**config.mk**
```make
export PLATFORM = sky130hd
export DESIGN_NAME = scc_frame_flat
export DESIGN_NICKNAME = d
export VERILOG_FILES = /design/src/sv/scc_pkg.sv /design/src/sv/scc_in_if.sv /design/src/sv/scc_frame.sv /design/src/flat_wrapper.sv
export SDC_FILE = /design/constraint.sdc
export NUM_CORES = 1
export LEC_CHECK = 0
export BUFFER_PORTS_ARGS = -buffer_cell sky130_fd_sc_hd__buf_2
export CAP_MARGIN = 40
export CORE_MARGIN = 2
export CORE_UTILIZATION = 25
export CTS_BUF_LIST = sky130_fd_sc_hd__clkbuf_8
export CTS_CLUSTER_DIAMETER = 60
export DETAILED_ROUTE_END_ITERATION = 8
export GPL_TIMING_DRIVEN = 0
export SLEW_MARGIN = 20
export SYNTH_ARGS = -nofsm -noshare
export SYNTH_HDL_FRONTEND = slang
export SYNTH_SLANG_ARGS = --single-unit
```
**constraint.sdc**
```tcl
create_clock -name clk -period 4 [get_ports clk]
set_clock_uncertainty 0.15 [all_clocks]
set_input_delay 0.2 -clock clk [delete_from_list [all_inputs] [get_ports clk]]
set_output_delay 0.2 -clock clk [all_outputs]
set_load 0.01 [all_outputs]
```
**src/sv/scc_pkg.sv**
```systemverilog
// Shared types, constants and the CRC-8 byte update for the scratchpad checker.
// No dependencies; scc_frame, scc_check and sensor_scratchpad_checker import it.
package scc_pkg;

  // Frame position codes for the byte index register.
  localparam logic [3:0] IDX_TEMP_LSB  = 4'd0;
  localparam logic [3:0] IDX_TEMP_MSB  = 4'd1;
  localparam logic [3:0] IDX_HIGH_ALRM = 4'd2;
  localparam logic [3:0] IDX_LOW_ALRM  = 4'd3;
  localparam logic [3:0] IDX_CONFIG    = 4'd4;
  localparam logic [3:0] IDX_CRC_BYTE  = 4'd8;
  localparam logic [3:0] IDX_IDLE      = 4'd9;

  // Reflected 1-Wire CRC-8 polynomial.
  localparam logic [7:0] CRC_POLY = 8'h8C;

  // Raw reading that the sensor reports before its first conversion.
  localparam logic [15:0] POWER_ON_RAW = 16'h0550;

  // Valid range, -55 C to 125 C, in sixteenths of a degree.
  localparam logic signed [15:0] RAW_MIN = -16'sd880;
  localparam logic signed [15:0] RAW_MAX = 16'sd2000;

  // Result status codes, in order of priority.
  typedef enum logic [1:0] {
    ST_OK       = 2'd0,
    ST_CRC_ERR  = 2'd1,
    ST_POWER_ON = 2'd2,
    ST_RANGE    = 2'd3
  } scc_status_t;

  // Everything the status check needs once a frame closes.
  typedef struct packed {
    logic [7:0] temp_low;
    logic [7:0] temp_high;
    logic [7:0] high_alarm;
    logic [7:0] low_alarm;
    logic [7:0] config_val;
    logic [7:0] computed_crc;
    logic [7:0] received_crc;
  } scc_frame_t;

  // One byte through the CRC, least significant bit first.
  function automatic logic [7:0] crc8_update(input logic [7:0] crc_in,
                                             input logic [7:0] data);
    logic [7:0] crc;
    logic [7:0] d;
    logic       mix;
    crc = crc_in;
    d   = data;
    for (int i = 0; i < 8; i++) begin
      mix = crc[0] ^ d[0];
      crc = crc >> 1;
      if (mix) begin
        crc = crc ^ CRC_POLY;
      end
      d = d >> 1;
    end
    return crc;
  endfunction

endpackage

```
**src/sv/scc_in_if.sv**
```systemverilog
// Handshake channel carrying one received scratchpad byte per transaction.
// No dependencies.
interface scc_in_if;
  logic       valid;
  logic       ready;
  logic [7:0] data_byte;
  logic       first_byte;

  modport source (output valid, output data_byte, output first_byte, input ready);
  modport sink   (input valid, input data_byte, input first_byte, output ready);
endinterface

```
**src/sv/scc_frame.sv**
```systemverilog
// Input register, frame tracking, byte capture and running CRC.
// Depends on scc_pkg and scc_in_if.
module scc_frame
  import scc_pkg::*;
(
  input  logic       clk,
  input  logic       rst,
  scc_in_if.sink     scratchpad,
  input  logic       out_free,
  output logic       frame_done,
  output scc_frame_t frame
);

  logic       s1_valid;
  logic [7:0] s1_byte;
  logic       s1_first;
  logic [3:0] byte_index;
  logic [7:0] running_crc;
  logic [7:0] temp_low_byte;
  logic [7:0] temp_high_byte;
  logic [7:0] high_alarm_byte;
  logic [7:0] low_alarm_byte;
  logic [7:0] config_byte;

  logic [3:0] idx_eff;
  logic [7:0] crc_base;
  logic [7:0] crc_next;
  logic       active;
  logic       last;
  logic       advance;

  // A marked first byte reopens the frame at byte 0 with a cleared CRC.
  always_comb begin
    idx_eff  = s1_first ? IDX_TEMP_LSB : byte_index;
    crc_base = s1_first ? 8'h00 : running_crc;
    crc_next = crc8_update(crc_base, s1_byte);
    active   = (idx_eff < IDX_IDLE);
    last     = (idx_eff == IDX_CRC_BYTE);
  end

  // The held byte moves on unless it closes a frame and the result register is full.
  assign advance          = s1_valid && (!(active && last) || out_free);
  assign frame_done       = s1_valid && active && last && out_free;
  assign scratchpad.ready = !s1_valid || advance;

  // Input register.
  always_ff @(posedge clk) begin
    if (rst) begin
      s1_valid <= 1'b0;
    end else if (scratchpad.ready) begin
      s1_valid <= scratchpad.valid;
    end
  end

  always_ff @(posedge clk) begin
    if (scratchpad.ready && scratchpad.valid) begin
      s1_byte  <= scratchpad.data_byte;
      s1_first <= scratchpad.first_byte;
    end
  end

  // Frame position and running CRC.
  always_ff @(posedge clk) begin
    if (rst) begin
      byte_index  <= IDX_IDLE;
      running_crc <= 8'h00;
    end else if (advance && active) begin
      if (last) begin
        byte_index <= IDX_IDLE;
      end else begin
        byte_index  <= idx_eff + 4'd1;
        running_crc <= crc_next;
      end
    end
  end

  // Keep the first five bytes of the frame.
  always_ff @(posedge clk) begin
    if (advance && active) begin
      case (idx_eff)
        IDX_TEMP_LSB:  temp_low_byte   <= s1_byte;
        IDX_TEMP_MSB:  temp_high_byte  <= s1_byte;
        IDX_HIGH_ALRM: high_alarm_byte <= s1_byte;
        IDX_LOW_ALRM:  low_alarm_byte  <= s1_byte;
        IDX_CONFIG:    config_byte     <= s1_byte;
        default: ;
      endcase
    end
  end

  // Closed frame handed to the status check.
  always_comb begin
    frame.temp_low     = temp_low_byte;
    frame.temp_high    = temp_high_byte;
    frame.high_alarm   = high_alarm_byte;
    frame.low_alarm    = low_alarm_byte;
    frame.config_val   = config_byte;
    frame.computed_crc = running_crc;
    frame.received_crc = s1_byte;
  end

`ifndef SYNTHESIS
  a_index_range : assert property (@(posedge clk) disable iff (rst)
    byte_index <= IDX_IDLE)
    else $error("byte index beyond the idle code");

  a_done_closes : assert property (@(posedge clk) disable iff (rst)
    frame_done |=> byte_index == IDX_IDLE)
    else $error("frame still open after its result was issued");

  a_first_opens : assert property (@(posedge clk) disable iff (rst)
    s1_valid && s1_first && advance |=> byte_index == IDX_TEMP_MSB)
    else $error("first byte did not open a new frame");
`endif

endmodule

```
**src/flat_wrapper.sv**
```systemverilog
// flat-port wrapper written by rule: the top's interface ports become plain ports
module scc_frame_flat import scc_pkg::*;
  (clk, rst, out_free, frame_done, frame, scratchpad_valid, scratchpad_data_byte, scratchpad_first_byte, scratchpad_ready);
  scc_in_if scratchpad_i ();
  input  logic clk;
  input  logic rst;
  input  logic out_free;
  output logic frame_done;
  output scc_frame_t frame;
  input wire logic [$bits(scratchpad_i.valid)-1:0] scratchpad_valid;
  input wire logic [$bits(scratchpad_i.data_byte)-1:0] scratchpad_data_byte;
  input wire logic [$bits(scratchpad_i.first_byte)-1:0] scratchpad_first_byte;
  output wire logic [$bits(scratchpad_i.ready)-1:0] scratchpad_ready;
  assign scratchpad_i.valid = scratchpad_valid;
  assign scratchpad_i.data_byte = scratchpad_data_byte;
  assign scratchpad_i.first_byte = scratchpad_first_byte;
  assign scratchpad_ready = scratchpad_i.ready;
  scc_frame u_core (.clk(clk), .rst(rst), .scratchpad(scratchpad_i), .out_free(out_free), .frame_done(frame_done), .frame(frame));
endmodule
```
==> key figures <==
Floorplan
  • Die outline width: 101 um
  • Die Outline Area: 10300 um^2
  • Effective utilization at floorplan: 0.257
  • Die height: 101 um
  • # IOs: 71
  • Standard cell core area: 9200 um^2
  • Number of rows in the core area: 35

Detailed routing
  • Detail-routed via count per cell: 4.25
  • WL/cell: 14.6 um
  • Initial drt markers: 46
  • Total via count after detailed routing: 1589
  • WL final: 5440 um
  • Total iterations of the first detailed-routing run: 4
  • Antenna Violating Nets Remaining: 0
  • Post-route DRC violation count: 0

Worst setup path
  • Setup Crit Path Kind: flip-flop to flip-flop
  • Maximum fanout count along the critical path: 10
  • Arr. time, crit path: 3.12 ns
  • Type of destination of the critical path: flip-flop
  • Worst endpoint required time: 3.89 ns
  • Kind of start point of the critical path: flip-flop

Power and ir drop
  • Clock power share: 0.332
  • Leakage: 1.21 nW
  • Sequential power share: 0.563
  • Fraction of power spent switching nets: 0.241
  • Fraction of power consumed by combinational cells: 0.105
  • Worst supply voltage drop on vdd: 0.170 mV
  • Power per cell area: 410 nW/um^2
  • Switching pwr: 0.314 mW
  • Internal power: 0.991 mW

Synthesis
  • Dominant cell type by area after synthesis: sky130_fd_sc_hd__edfxtp_1
  • Combined area of all synthesized cells: 2370 um^2
  • Cell count after synthesis: 161
  • Post-synthesis register bit count: 62
  • Cell types occupying the most area after synthesis: sky130_fd_sc_hd__edfxtp_1, sky130_fd_sc_hd__dfxtp_1, sky130_fd_sc_hd__xnor2_1
  • Syn_nets: 175
  • Netlist cell types: 32
  • Syn_area_per_cell: 14.7 um^2
  • Post-synth top area share: 0.622
  • Synth Warn #: 0
  • Share of the yosys chip area belonging to registers: 0.732

Global routing
  • Largest net degree at the start of global routing: 11
  • Met1 track utilization from global routing: 0.136
  • Vias in the first global route: 1600
  • Met2 track demand over resource in global routing: 0.182
  • Number of antenna violations at the first check in global routing: 0
  • GRT Util Overall: 0.114
  • Global routing met3 resource utilization: 0.0531
  • Wire length of the first global-routing pass: 8400 um
  • Busiest layer in global routing: met2
  • Aggregate global routing overflow: 0

Place
  • Pre-CTS WS: 0.763 ns
  • Global placer's final weighted congestion: 0.817
  • I/O Buffers: 70
  • Placed wire-length estimate: 4030 um
  • Placed cell area: 2910 um^2

Layout
  • Commonest non-fill, non-tap cells in the layout: sky130_fd_sc_hd__buf_2, sky130_fd_sc_hd__edfxtp_1, sky130_fd_sc_hd__xnor2_1
  • Layout cell share with drive strength beyond 1: 0.365
  • Antenna diode count: 0
  • Count of nets after finishing: 272
  • Cell area after layout: 3180 um^2
  • Area added between synthesis and finish: 34.3%
  • Most common library cell in the layout ignoring fill and taps: sky130_fd_sc_hd__buf_2

STA
  • Number of hold-slack violations in the final timing report: 0
  • TNS Setup: 0 ns
  • Unrepaired setup endpoints after global routing: no
  • Transition time at the pin with the least slew margin: 0.700 ns
  • Setup Viol. Count Final: 0
  • Max Freq: 0.309 GHz
  • Max-Slew Margin vs Limit: 0.532
  • Final period utilization: 0.808
  • Smallest hold slack: 0.0764 ns
  • Max Slew Vio Count: 0
  • PnR worst setup slack: 0.767 ns
  • Post-route minimum period: 3.23 ns

Hold path
  • Classification of the worst-slack hold path: primary input to flip-flop

Clocking
  • Post CTS Setup Buffer Count: 0
  • Total CTS buffers: 9
  • CTS tree: yes
  • Hold buffer count at cts: 11
  • Clock transition time at the flip-flop clock pins of the worst setup and hold paths: 0.07 ns
  • Gates resized, CTS repair: 0
  • Latest clock arrival within the worst-skew pair: 0.33 ns
  • CTS root buffer: sky130_fd_sc_hd__clkbuf_8
  • Worst-case clock buffer depth: 2
  • Clk sinks: 62
  • H-tree levels: 3

Outcome
  • Status: completed

Job
  • MaxCap Viol Count: 0
==> flip-flops by register name (all words and copies together) (netlist names) <==
signal / flops
u_core.running_crc: 8
u_core.byte_index: 4
u_core.s1_first: 1
u_core.temp_low_byte: 8
u_core.s1_byte: 8
u_core.temp_high_byte: 8
u_core.high_alarm_byte: 8
u_core.s1_valid: 1
u_core.low_alarm_byte: 8
u_core.config_byte: 8
==> logic make-up after synthesis <==
logic type,count (synthesis),share of synthesized area
flops,62,0.732
simple gates,46,0.0946
xor+xnor,24,0.0983
compound gates,18,0.0486
buf+inv,8,0.0132
mux,2,0.00846
fa+ha+maj,1,0.00528
==> per-stage QoR <==
step | cells | utilization | total power, mW
global route | 374 | 0.346 | 1.38
floorplan | 161 | - | 0.834
CTS | 373 | 0.345 | 1.33
global placement | 342 | 0.311 | 0.875
finish | 374 | 0.346 | 1.31
detailed placement | 346 | 0.316 | 0.880
==> path summary, 6_finish.rpt <==
kind / startpoint / end / slack, ns / cells after the start
setup reg to reg: u_core.s1_first$_DFFE_PP_ / u_core.high_alarm_byte[0]$_DFFE_PP_ / 0.77 / 9
setup / recovery: u_core.s1_first$_DFFE_PP_ / u_core.high_alarm_byte[0]$_DFFE_PP_ / 0.77 / 9
hold reg to reg: u_core.running_crc[4]$_SDFFE_PP0P_ / u_core.running_crc[4]$_SDFFE_PP0P_ / 0.31 / 2
hold / removal: out_free / u_core.s1_valid$_SDFFE_PP0P_ / 0.08 / 4
==> layout make-up <==
class / count / area [um^2]
Buffer: 4 / 16.3
Clock buffer: 9 / 124
Clock inverter: 7 / 31.3
Fill cell: 946 / 6020
Inverter: 4 / 15.0
Multi-Input combinational cell: 91 / 627
Sequential cell: 62 / 1730
Tap cell: 111 / 139
Timing Repair Buffer: 86 / 495
==> cells in the mapped netlist (all sizes together) <==
library cell / count
inv: 4
nor2b: 4
xnor2: 20
nor3: 5
a31oi: 1
o311ai: 1
o21a: 1
o21bai: 1
nor4: 1
o21ai: 3
ha: 1
edfxtp: 49
a21o: 1
o31ai: 1
nor2: 11
xor2: 4
a211oi: 2
and3: 1
buf: 1
clkbuf: 3
nand2: 14
nand3b: 1
nand3: 3
nand4bb: 1
a21oi: 7
nand2b: 5
mux2i: 2
dfxtp: 13
==> worst max-delay path, stage by stage, from the launching register on <==
cell	delay, ns
sky130_fd_sc_hd__edfxtp_1	0.53
sky130_fd_sc_hd__buf_2	0.24
sky130_fd_sc_hd__nand2b_1	0.20
sky130_fd_sc_hd__ha_1	0.25
sky130_fd_sc_hd__nand4bb_1	0.15
sky130_fd_sc_hd__nor3_1	0.11
sky130_fd_sc_hd__a21o_1	0.27
sky130_fd_sc_hd__o21bai_1	0.27
sky130_fd_sc_hd__nor3_2	0.49
sky130_fd_sc_hd__buf_4	0.26
==> routing by layer <==
metal  up-vias  wire length (um)
li1        766                 -
met1       770              2450
met2        48              2630
met3         5               293
met4         0                72
met5         -                 0
==> power by group through the flow <==
stage	clock network, mW	logic, mW	registers [mW]
finish	0.433	0.138	0.734
global placement	0	0.127	0.748
CTS	0.452	0.140	0.735
floorplan	0	0.0844	0.750
detailed placement	0	0.130	0.749
global route	0.487	0.153	0.738
No activity file was read; power rests on OpenSTA's default activity.
